--- src/sv/thumb2_store_decode_assert.svh ---
// assertion macros for the store decoder
`ifndef THUMB2_STORE_DECODE_ASSERT_SVH
`define THUMB2_STORE_DECODE_ASSERT_SVH

// same-cycle implication, checked outside reset
`define T2SD_ASSERT_NOW(label, clk, rst_n, ante, cons) \
  label: assert property (@(posedge clk) disable iff (!rst_n) (ante) |-> (cons)) \
    else $error("store decode check failed");

// next-cycle implication, checked outside reset
`define T2SD_ASSERT_NEXT(label, clk, rst_n, ante, cons) \
  label: assert property (@(posedge clk) disable iff (!rst_n) (ante) |=> (cons)) \
    else $error("store decode check failed");

`endif

--- src/sv/t2sd_pkg.sv ---
// types, match masks and helpers for the thumb-2 store decoder
package t2sd_pkg;

  typedef enum logic [3:0] {
    ENC_NONE        = 4'd0,
    ENC_STR_IMM_T3  = 4'd1,
    ENC_STR_IMM_T4  = 4'd2,
    ENC_STR_REG     = 4'd3,
    ENC_STRB_IMM_T2 = 4'd4,
    ENC_STRB_IMM_T3 = 4'd5,
    ENC_STRB_REG    = 4'd6,
    ENC_STRD        = 4'd7,
    ENC_STRH_IMM_T2 = 4'd8,
    ENC_STRH_IMM_T3 = 4'd9,
    ENC_STRH_REG    = 4'd10
  } enc_t;

  typedef struct packed {
    enc_t        encoding;
    logic [3:0]  source_reg;
    logic [3:0]  second_source_reg;
    logic [3:0]  base_reg;
    logic [3:0]  offset_reg;
    logic [1:0]  shift_amount;
    logic [11:0] offset;
    logic        pre_index;
    logic        add_offset;
    logic        write_back;
    logic        unpredictable;
  } result_t;

  localparam logic [3:0] REG_SP = 4'd13;
  localparam logic [3:0] REG_PC = 4'd15;

  // must-be-one / must-be-zero masks per encoding
  localparam logic [31:0] STR_IMM_T3_ONE  = 32'hf8c00000;
  localparam logic [31:0] STR_IMM_T3_ZERO = 32'h07300000;
  localparam logic [31:0] STR_IMM_T4_ONE  = 32'hf8400800;
  localparam logic [31:0] STR_IMM_T4_ZERO = 32'h07b00000;
  localparam logic [31:0] STR_REG_ONE     = 32'hf8400000;
  localparam logic [31:0] STR_REG_ZERO    = 32'h07b00fc0;
  localparam logic [31:0] STRB_IMM_T2_ONE  = 32'hf8800000;
  localparam logic [31:0] STRB_IMM_T2_ZERO = 32'h07700000;
  localparam logic [31:0] STRB_IMM_T3_ONE  = 32'hf8000800;
  localparam logic [31:0] STRB_IMM_T3_ZERO = 32'h07f00000;
  localparam logic [31:0] STRB_REG_ONE     = 32'hf8000000;
  localparam logic [31:0] STRB_REG_ZERO    = 32'h07f00fc0;
  localparam logic [31:0] STRD_ONE         = 32'he8400000;
  localparam logic [31:0] STRD_ZERO        = 32'h16100000;
  localparam logic [31:0] STRH_IMM_T2_ONE  = 32'hf8a00000;
  localparam logic [31:0] STRH_IMM_T2_ZERO = 32'h07500000;
  localparam logic [31:0] STRH_IMM_T3_ONE  = 32'hf8200800;
  localparam logic [31:0] STRH_IMM_T3_ZERO = 32'h07d00000;
  localparam logic [31:0] STRH_REG_ONE     = 32'hf8200000;
  localparam logic [31:0] STRH_REG_ZERO    = 32'h07d00fc0;

  // exclusion patterns
  localparam logic [31:0] RN_PC_ONE   = 32'h000f0000;
  localparam logic [31:0] UNPRIV_ONE  = 32'h00000600;
  localparam logic [31:0] UNPRIV_ZERO = 32'h00000100;
  localparam logic [31:0] NOIDX_ZERO  = 32'h00000500;
  localparam logic [31:0] PUSH_ONE    = 32'h000d0500;
  localparam logic [31:0] PUSH_ZERO   = 32'h00020200;

  function automatic logic bits_match(input logic [31:0] w, input logic [31:0] ones,
                                      input logic [31:0] zeros);
    return ((w & ones) == ones) && ((w & zeros) == 32'd0);
  endfunction

  function automatic logic bad_reg(input logic [3:0] r);
    return (r == REG_SP) || (r == REG_PC);
  endfunction

endpackage

--- src/sv/t2sd_ifs.sv ---
// valid/ready channels for instruction words and decode results
interface t2sd_instr_if;
  logic        valid;
  logic        ready;
  logic [31:0] instruction;
  modport source (output valid, output instruction, input ready);
  modport sink (input valid, input instruction, output ready);
endinterface

interface t2sd_result_if import t2sd_pkg::*; ();
  logic    valid;
  logic    ready;
  result_t data;
  modport source (output valid, output data, input ready);
  modport sink (input valid, input data, output ready);
endinterface

--- src/sv/t2sd_in_stage.sv ---
// input register holding one instruction word
module t2sd_in_stage (
  input  logic         clk,
  input  logic         rst_n,
  t2sd_instr_if.sink   in_ch,
  input  logic         s1_take,
  output logic         s1_valid,
  output logic [31:0]  s1_instr
);

  logic        valid_r, valid_nxt;
  logic [31:0] instr_r;
  logic        accept;

  assign in_ch.ready = !valid_r || s1_take;
  assign accept      = in_ch.valid && in_ch.ready;

  always_comb begin
    valid_nxt = valid_r;
    if (accept) begin
      valid_nxt = 1'b1;
    end else if (s1_take) begin
      valid_nxt = 1'b0;
    end
  end

  always_ff @(posedge clk) begin
    if (!rst_n) begin
      valid_r <= 1'b0;
    end else begin
      valid_r <= valid_nxt;
    end
  end

  always_ff @(posedge clk) begin
    if (accept) begin
      instr_r <= in_ch.instruction;
    end
  end

  assign s1_valid = valid_r;
  assign s1_instr = instr_r;

endmodule

--- src/sv/t2sd_decode.sv ---
// combinational match and operand decode of one instruction word
module t2sd_decode import t2sd_pkg::*; (
  input  logic [31:0] instr,
  output result_t     res
);

  enc_t       enc;
  logic       rn_pc, unpriv, no_idx_wb, push_form;
  logic [3:0] rt, rn, rm;

  assign rt = instr[15:12];
  assign rn = instr[19:16];
  assign rm = instr[3:0];

  assign rn_pc     = bits_match(instr, RN_PC_ONE, 32'd0);
  assign unpriv    = bits_match(instr, UNPRIV_ONE, UNPRIV_ZERO);
  assign no_idx_wb = bits_match(instr, 32'd0, NOIDX_ZERO);
  assign push_form = bits_match(instr, PUSH_ONE, PUSH_ZERO);

  // priority order of the encodings matters where masks overlap
  always_comb begin
    enc = ENC_NONE;
    if (bits_match(instr, STR_IMM_T3_ONE, STR_IMM_T3_ZERO) && !rn_pc) begin
      enc = ENC_STR_IMM_T3;
    end else if (bits_match(instr, STR_IMM_T4_ONE, STR_IMM_T4_ZERO) && !unpriv &&
                 !push_form && !rn_pc && !no_idx_wb) begin
      enc = ENC_STR_IMM_T4;
    end else if (bits_match(instr, STR_REG_ONE, STR_REG_ZERO) && !rn_pc) begin
      enc = ENC_STR_REG;
    end else if (bits_match(instr, STRB_IMM_T2_ONE, STRB_IMM_T2_ZERO)) begin
      enc = ENC_STRB_IMM_T2;
    end else if (bits_match(instr, STRB_IMM_T3_ONE, STRB_IMM_T3_ZERO) && !unpriv &&
                 !rn_pc && !no_idx_wb) begin
      enc = ENC_STRB_IMM_T3;
    end else if (bits_match(instr, STRB_REG_ONE, STRB_REG_ZERO) && !rn_pc) begin
      enc = ENC_STRB_REG;
    end else if (bits_match(instr, STRD_ONE, STRD_ZERO)) begin
      enc = ENC_STRD;
    end else if (bits_match(instr, STRH_IMM_T2_ONE, STRH_IMM_T2_ZERO) && !rn_pc) begin
      enc = ENC_STRH_IMM_T2;
    end else if (bits_match(instr, STRH_IMM_T3_ONE, STRH_IMM_T3_ZERO) && !unpriv &&
                 !rn_pc && !no_idx_wb) begin
      enc = ENC_STRH_IMM_T3;
    end else if (bits_match(instr, STRH_REG_ONE, STRH_REG_ZERO) && !rn_pc) begin
      enc = ENC_STRH_REG;
    end
  end

  always_comb begin
    res                   = '0;
    res.encoding          = enc;
    res.source_reg        = rt;
    res.base_reg          = rn;
    res.pre_index         = 1'b1;
    res.add_offset        = 1'b1;
    case (enc)
      ENC_STR_IMM_T3, ENC_STRB_IMM_T2, ENC_STRH_IMM_T2: begin
        res.offset = instr[11:0];
        if (enc == ENC_STR_IMM_T3) begin
          res.unpredictable = (rt == REG_PC);
        end else if (enc == ENC_STRB_IMM_T2) begin
          res.unpredictable = (rn == REG_PC) || bad_reg(rt);
        end else begin
          res.unpredictable = bad_reg(rt);
        end
      end
      ENC_STR_IMM_T4, ENC_STRB_IMM_T3, ENC_STRH_IMM_T3: begin
        res.offset        = {4'd0, instr[7:0]};
        res.write_back    = instr[8];
        res.add_offset    = instr[9];
        res.pre_index     = instr[10];
        res.unpredictable = ((enc == ENC_STR_IMM_T4) ? (rt == REG_PC) : bad_reg(rt)) ||
                            (instr[8] && (rn == rt));
      end
      ENC_STR_REG, ENC_STRB_REG, ENC_STRH_REG: begin
        res.offset_reg    = rm;
        res.shift_amount  = instr[5:4];
        res.unpredictable = ((enc == ENC_STR_REG) ? (rt == REG_PC) : bad_reg(rt)) ||
                            bad_reg(rm);
      end
      ENC_STRD: begin
        res.second_source_reg = instr[11:8];
        res.offset            = {2'd0, instr[7:0], 2'd0};
        res.write_back        = instr[21];
        res.add_offset        = instr[23];
        res.pre_index         = instr[24];
        // no index and no writeback still decodes but is flagged
        res.unpredictable     = (!instr[24] && !instr[21]) ||
                                (instr[21] && ((rn == rt) || (rn == instr[11:8]))) ||
                                (rn == REG_PC) || bad_reg(rt) || bad_reg(instr[11:8]);
      end
      default: begin
        res.source_reg = 4'd0;
        res.base_reg   = 4'd0;
        res.pre_index  = 1'b0;
        res.add_offset = 1'b0;
      end
    endcase
  end

endmodule

--- src/sv/t2sd_out_stage.sv ---
// result register towards the receiver
module t2sd_out_stage import t2sd_pkg::*; (
  input  logic          clk,
  input  logic          rst_n,
  input  logic          s1_valid,
  input  result_t       res,
  output logic          s1_take,
  t2sd_result_if.source out_ch
);

  logic    valid_r, valid_nxt;
  result_t data_r;

  // load whenever the register is empty or its transaction completes now
  assign s1_take = s1_valid && (!valid_r || out_ch.ready);

  always_comb begin
    valid_nxt = valid_r;
    if (s1_take) begin
      valid_nxt = 1'b1;
    end else if (out_ch.ready) begin
      valid_nxt = 1'b0;
    end
  end

  always_ff @(posedge clk) begin
    if (!rst_n) begin
      valid_r <= 1'b0;
    end else begin
      valid_r <= valid_nxt;
    end
  end

  always_ff @(posedge clk) begin
    if (s1_take) begin
      data_r <= res;
    end
  end

  assign out_ch.valid = valid_r;
  assign out_ch.data  = data_r;

endmodule

--- src/sv/thumb2_store_decode.sv ---
// Thumb-2 store instruction decoder, top level
//
// in_ch carries one 32-bit instruction word per transaction, first halfword
// in bits 31:16. out_ch returns one decode result per instruction, in order:
// matched store encoding, register numbers, immediate offset, shift amount,
// P/U/W bits and an unpredictable flag. Words that match no store encoding
// give an all-zero result.
// An accepted word is held first in the input register, then the decode
// logic loads the result register, whose valid flag drives out_ch.valid.
// One instruction is taken every cycle while out_ch.ready stays high; the
// rate is set by the single decode pass between the two registers.
// When the receiver stalls the result register holds, the input register
// keeps one more word, and then in_ch.ready drops until a result leaves.
// A synchronous active-low reset empties both registers; no results are
// shown after reset until new words arrive.
`include "thumb2_store_decode_assert.svh"

module thumb2_store_decode import t2sd_pkg::*; (
  input  logic          clk,
  input  logic          rst_n,
  t2sd_instr_if.sink    in_ch,
  t2sd_result_if.source out_ch
);

  logic        s1_valid;
  logic        s1_take;
  logic [31:0] s1_instr;
  result_t     dec_res;
  logic        out_stall, in_accept, out_nomatch, out_no_idx_wb, out_strd_flagged;

  t2sd_in_stage u_in_stage (
    .clk      (clk),
    .rst_n    (rst_n),
    .in_ch    (in_ch),
    .s1_take  (s1_take),
    .s1_valid (s1_valid),
    .s1_instr (s1_instr)
  );

  t2sd_decode u_decode (
    .instr (s1_instr),
    .res   (dec_res)
  );

  t2sd_out_stage u_out_stage (
    .clk      (clk),
    .rst_n    (rst_n),
    .s1_valid (s1_valid),
    .res      (dec_res),
    .s1_take  (s1_take),
    .out_ch   (out_ch)
  );

  assign out_stall        = out_ch.valid && !out_ch.ready;
  assign in_accept        = in_ch.valid && in_ch.ready;
  assign out_nomatch      = out_ch.valid && (out_ch.data.encoding == ENC_NONE);
  assign out_no_idx_wb    = out_ch.valid && (out_ch.data.encoding != ENC_NONE) &&
                            !out_ch.data.pre_index && !out_ch.data.write_back;
  assign out_strd_flagged = (out_ch.data.encoding == ENC_STRD) && out_ch.data.unpredictable;

  // both registers full and receiver stalled: no room for another word
  `T2SD_ASSERT_NOW(a_full_blocks_input, clk, rst_n, s1_valid && out_stall, !in_ch.ready)
  // an accepted word always lands in the input register
  `T2SD_ASSERT_NEXT(a_accept_fills, clk, rst_n, in_accept, s1_valid)
  // no-match results are all zero
  `T2SD_ASSERT_NOW(a_nomatch_zero, clk, rst_n, out_nomatch, out_ch.data == '0)
  // only the dual store decodes without index and writeback, and it is flagged
  `T2SD_ASSERT_NOW(a_strd_noidx, clk, rst_n, out_no_idx_wb, out_strd_flagged)

endmodule
--- src/flat_wrapper.sv ---
// flat-port wrapper written by rule: the top's interface ports become plain ports
module thumb2_store_decode_flat import t2sd_pkg::*;
  (clk, rst_n, in_ch_valid, in_ch_instruction, in_ch_ready, out_ch_valid, out_ch_data, out_ch_ready);
  t2sd_instr_if in_ch_i ();
  t2sd_result_if out_ch_i ();
  input  logic clk;
  input  logic rst_n;
  input wire logic [$bits(in_ch_i.valid)-1:0] in_ch_valid;
  input wire logic [$bits(in_ch_i.instruction)-1:0] in_ch_instruction;
  output wire logic [$bits(in_ch_i.ready)-1:0] in_ch_ready;
  output wire logic [$bits(out_ch_i.valid)-1:0] out_ch_valid;
  output wire logic [$bits(out_ch_i.data)-1:0] out_ch_data;
  input wire logic [$bits(out_ch_i.ready)-1:0] out_ch_ready;
  assign in_ch_i.valid = in_ch_valid;
  assign in_ch_i.instruction = in_ch_instruction;
  assign in_ch_ready = in_ch_i.ready;
  assign out_ch_valid = out_ch_i.valid;
  assign out_ch_data = out_ch_i.data;
  assign out_ch_i.ready = out_ch_ready;
  thumb2_store_decode u_core (.clk(clk), .rst_n(rst_n), .in_ch(in_ch_i), .out_ch(out_ch_i));
endmodule
--- config.mk ---
export PLATFORM = sky130hd
export DESIGN_NAME = thumb2_store_decode_flat
export DESIGN_NICKNAME = d
export VERILOG_FILES = /design/src/sv/t2sd_pkg.sv /design/src/sv/t2sd_ifs.sv /design/src/sv/t2sd_in_stage.sv /design/src/sv/t2sd_decode.sv /design/src/sv/t2sd_out_stage.sv /design/src/sv/thumb2_store_decode.sv /design/src/flat_wrapper.sv
export VERILOG_INCLUDE_DIRS = /design/src /design/src/sv
export SDC_FILE = /design/constraint.sdc
export NUM_CORES = 1
export LEC_CHECK = 0
export ABC_AREA = 1
export BUFFER_PORTS_ARGS = -buffer_cell sky130_fd_sc_hd__buf_2
export CORE_MARGIN = 1.5
export CORE_UTILIZATION = 40
export DETAILED_ROUTE_END_ITERATION = 8
export PLACE_DENSITY = 0.64
export SKIP_LAST_GASP = 1
export SLEW_MARGIN = 20
export SYNTH_ARGS = -nofsm -noshare
export SYNTH_HDL_FRONTEND = slang
export SYNTH_SLANG_ARGS = --single-unit
--- constraint.sdc ---
create_clock -name clk -period 3.7 [get_ports clk]
set_clock_uncertainty 0.05 [all_clocks]
set_input_delay 0.37 -clock clk [delete_from_list [all_inputs] [get_ports clk]]
set_output_delay 0.37 -clock clk [all_outputs]
set_load 0.005 [all_outputs]
==> reports/qor.csv <==
stage,metric,value,unit
synth,ys_dominant_reg_cell,sky130_fd_sc_hd__edfxtp_1,
floorplan,die_area,8570,um^2
synth,syn_area,3210,um^2
clock_tree,tritoncts,done,
clock_tree,clkLatencyLatePin,0.36,ns
sta,slew_headroom,53.7,%
global_route,global_route_met2_utilization,25.9,%
worst_setup_path,critical_path_class,flip-flop to flip-flop,
clock_tree,cts-buffers-inserted,9,
synth,share_of_the_yosys_chip_area_belonging_to_registers,66.7,%
global_route,grt-busiest-layer,met2,
global_route,antenna_found_initial,0,
sta,clock.fmax,435,MHz
synth,yosysWarnings,0,
worst_setup_path,worst_ep_required_time,3.77,ns
detailed_routing,route.detailed.drc,0,
sta,setup_viol,0,
global_route,maximum_number_of_pins_on_one_net_before_global_route_repair,39,
clock_tree,post_cts.resized_instances,0,
global_route,grt_first_pass_wirelength,10400,um
placement,detailed_place_hpwl,4740,um
global_route,grtUsageMet3,5.01,%
global_route,gr-usage-all-layers,16.4,%
synth,mappedNetlistNets,326,
floorplan,starting_density_of_the_core,41.3,%
worst_setup_path,critical_path_peak_fanout,19,
layout,area_delta_synth_final,23.9,%
detailed_routing,routed_via_density,4.60,
detailed_routing,number_of_detailed_routing_iterations_run_before_antenna_repair,5,
synth,syn_inst,289,
layout,nNetsFinal,412,
floorplan,floorplan.io_pins,76,
layout,antenna_diode_count,0,
worst_setup_path,timing.critical_path.from_type,flip-flop,
clock_tree,cts_setup_buffers,0,
power,ir_worst_vdd,0.231,mV
layout,layout.filler_cells,752,
min_path,worst_hold_path_type,primary input to flip-flop,
sta,rsz_0062_raised_after_global_routing,false,
floorplan,die_w,92.6,um
global_route,number_of_global_route_vias_before_repair,2176,
worst_setup_path,crit_path_end_kind,flip-flop,
worst_setup_path,critical_path_arrival,2.37,ns
power,pwr_density_cell,439,nW/um^2
detailed_routing,route.antenna.remaining_nets,0,
global_route,globalRouteMet1Util,20.6,%
synth,edff_count_synth,70,
synth,postSynthAreaPerCell,11.1,um^2
floorplan,number_of_rows_in_the_core_area,32,
synth,async_reset_ff_share,0,%
worst_setup_path,reg2reg_depth,14,
sta,layout_min_cycle_time,2.30,ns
floorplan,overall_die_height,92.6,um
status,run_status,"finished, final reports clean",
sta,layout_worst_path_cycle_share,62.1,%
synth,synth_cell_type_count,28,
placement,gp_routability_congestion,0.888,
flow_run,max_cap_viols,0,
clock_tree,cts.htree.levels,3,
layout,share_of_final_layout_standard_cells_stronger_than_drive_strength_1,33.4,%
clock_tree,max-clock-path-buffers,2,
sta,finalMaxSlewViolations,0,
floorplan,core_area,7770,um^2
clock_tree,numClockSinks,72,
placement,portbufs,75,
sta,totalNegativeSetupSlack,0,ns
power,total_leakage_power,1.84,nW
sta,worst_slew_pin_slew,0.693,ns
clock_tree,clk_transition_reported_paths,0.08,ns
synth,synth-seq-cells,72,
clock_tree,ctsHoldBuffers,0,
detailed_routing,num_vias,2215,
detailed_routing,route.detailed.wl_per_inst,13.1,um
min_path,worstHoldPathCells,1,
power,fin_total_pwr,1.75,mW
clock_tree,cts-root-buf,sky130_fd_sc_hd__clkbuf_8,
global_route,globalRouteOverflowTotal,0,
detailed_routing,routed_wl,6320,um
detailed_routing,drt_iter0_markers,189,
sta,finalHoldViolCount,0,
[sequential cells by signal, indices dropped and copies added, names as in the netlist]
signal                           cells
u_core.u_out_stage.out_ch.data      38
u_core.u_out_stage.out_ch.valid      1
u_core.u_in_stage.s1_instr          32
u_core.u_in_stage.s1_valid           1
[layout make-up]
class	instances	area, um^2	area share (%)
Sequential cell	72	2140	53.9
Multi-Input combinational cell	166	887	22.3
Timing Repair Buffer	77	410	10.3
Inverter	49	184	4.62
Tap cell	102	128	3.21
Clock buffer	9	124	3.11
Clock inverter	7	103	2.58
[worst max-delay path, stage by stage, from the launching register on]
cell and delay (ns):
sky130_fd_sc_hd__edfxtp_1 0.47, sky130_fd_sc_hd__inv_2 0.12, sky130_fd_sc_hd__nor3_2 0.04, sky130_fd_sc_hd__nand2_1 0.07
sky130_fd_sc_hd__nor2_2 0.05, sky130_fd_sc_hd__inv_2 0.29, sky130_fd_sc_hd__nand2_1 0.13, sky130_fd_sc_hd__nor2_2 0.10
sky130_fd_sc_hd__nand2_2 0.08, sky130_fd_sc_hd__nand3_1 0.14, sky130_fd_sc_hd__nand2_2 0.10, sky130_fd_sc_hd__inv_2 0.17
sky130_fd_sc_hd__nand3_4 0.14, sky130_fd_sc_hd__nand2_1 0.08, sky130_fd_sc_hd__inv_1 0.04
[synth_stat cells (2+ instances only)]
| library cell | number | area, um^2 |
|---|---|---|
| sky130_fd_sc_hd__a21oi_1 | 6 | 30.0 |
| sky130_fd_sc_hd__dfxtp_1 | 2 | 40.0 |
| sky130_fd_sc_hd__edfxtp_1 | 70 | 2100 |
| sky130_fd_sc_hd__inv_1 | 43 | 161 |
| sky130_fd_sc_hd__inv_2 | 6 | 22.5 |
| sky130_fd_sc_hd__nand2_1 | 47 | 176 |
| sky130_fd_sc_hd__nand2_2 | 6 | 37.5 |
| sky130_fd_sc_hd__nand3_1 | 14 | 70.1 |
| sky130_fd_sc_hd__nand3_2 | 7 | 70.1 |
| sky130_fd_sc_hd__nand4_1 | 6 | 37.5 |
| sky130_fd_sc_hd__nor2_1 | 43 | 161 |
| sky130_fd_sc_hd__nor2_2 | 8 | 50.1 |
| sky130_fd_sc_hd__nor2_4 | 2 | 22.5 |
| sky130_fd_sc_hd__nor3_1 | 2 | 10.0 |
| sky130_fd_sc_hd__o211ai_1 | 2 | 15.0 |
| sky130_fd_sc_hd__o21ai_0 | 3 | 15.0 |
| sky130_fd_sc_hd__o22ai_1 | 8 | 50.1 |
| sky130_fd_sc_hd__xnor2_1 | 4 | 35.0 |
[through the flow]
step / instance area (um^2) / hold WS, ns / worst slack, ns / utilization, % / cells
2_1_floorplan: 3210 / 0.397 / 0.920 / - / 289
4_1_cts: 3950 / 0.114 / 1.41 / 50.9 / 481
3_5_place_dp: 3720 / 0.482 / 1.42 / 47.9 / 465
5_1_grt: 3980 / 0.121 / 1.19 / 51.2 / 482
6_report: 3980 / 0.128 / 1.40 / 51.2 / 482
3_3_place_gp: 3720 / 0.459 / 1.44 / 47.9 / 465
[logic make-up after synthesis]
group                    Yosys count  synth area share (%)
buffers and inverters             51                  6.00
AND/OR/NAND/NOR                  140                  21.8
flip-flops                        72                  66.7
AO/OA/AOI/OAI                     20                  3.70
XOR/XNOR                           5                  1.36
adder cells (fa/ha/maj)            1                 0.390
[final timing paths]
check                                  start                                 end  slack, ns
max           u_core.u_in_stage.s1_instr[22]  u_core.u_out_stage.out_ch.data[31]       1.40
min                     in_ch_instruction[1]       u_core.u_in_stage.s1_instr[1]       0.13
max reg2reg   u_core.u_in_stage.s1_instr[22]  u_core.u_out_stage.out_ch.data[31]       1.40
min reg2reg  u_core.u_out_stage.out_ch.valid     u_core.u_out_stage.out_ch.valid       0.50
[where the power goes]
part / internal, mW / switching [mW] / total, mW / leakage, nW
Clock: 0.386 / 0.309 / 0.695 / 0.110
Combinational: 0.0404 / 0.0581 / 0.0985 / 0.998
Sequential: 0.929 / 0.0236 / 0.952 / 0.729
[placed cells by master (no fill, tap or decap), types with 2 or more instances in the layout]
| cell | count |
|---|---|
| sky130_fd_sc_hd__o21ai_0 | 3 |
| sky130_fd_sc_hd__nand4_1 | 6 |
| sky130_fd_sc_hd__inv_1 | 43 |
| sky130_fd_sc_hd__nand2_2 | 6 |
| sky130_fd_sc_hd__nor3_1 | 2 |
| sky130_fd_sc_hd__clkinv_4 | 2 |
| sky130_fd_sc_hd__nand3_2 | 7 |
| sky130_fd_sc_hd__inv_6 | 2 |
| sky130_fd_sc_hd__nand3_1 | 14 |
| sky130_fd_sc_hd__bufinv_16 | 2 |
| sky130_fd_sc_hd__clkbuf_8 | 9 |
| sky130_fd_sc_hd__inv_2 | 6 |
| sky130_fd_sc_hd__nor2_4 | 2 |
| sky130_fd_sc_hd__nor2_1 | 43 |
| sky130_fd_sc_hd__nand2_1 | 47 |
| sky130_fd_sc_hd__o22ai_1 | 8 |
| sky130_fd_sc_hd__o211ai_1 | 2 |
| sky130_fd_sc_hd__edfxtp_1 | 70 |
| sky130_fd_sc_hd__buf_2 | 75 |
| sky130_fd_sc_hd__dfxtp_1 | 2 |
| sky130_fd_sc_hd__a21oi_1 | 5 |
| sky130_fd_sc_hd__xnor2_1 | 4 |
| sky130_fd_sc_hd__nor2_2 | 8 |
[metal layers]
layer  wire length (um)  share of wire [%]
met1               2770                 44
met2               3030                 48
met3                375                5.9
met4                144                2.3
met5                  0                  0
No activity file was read; power rests on OpenSTA's default activity.
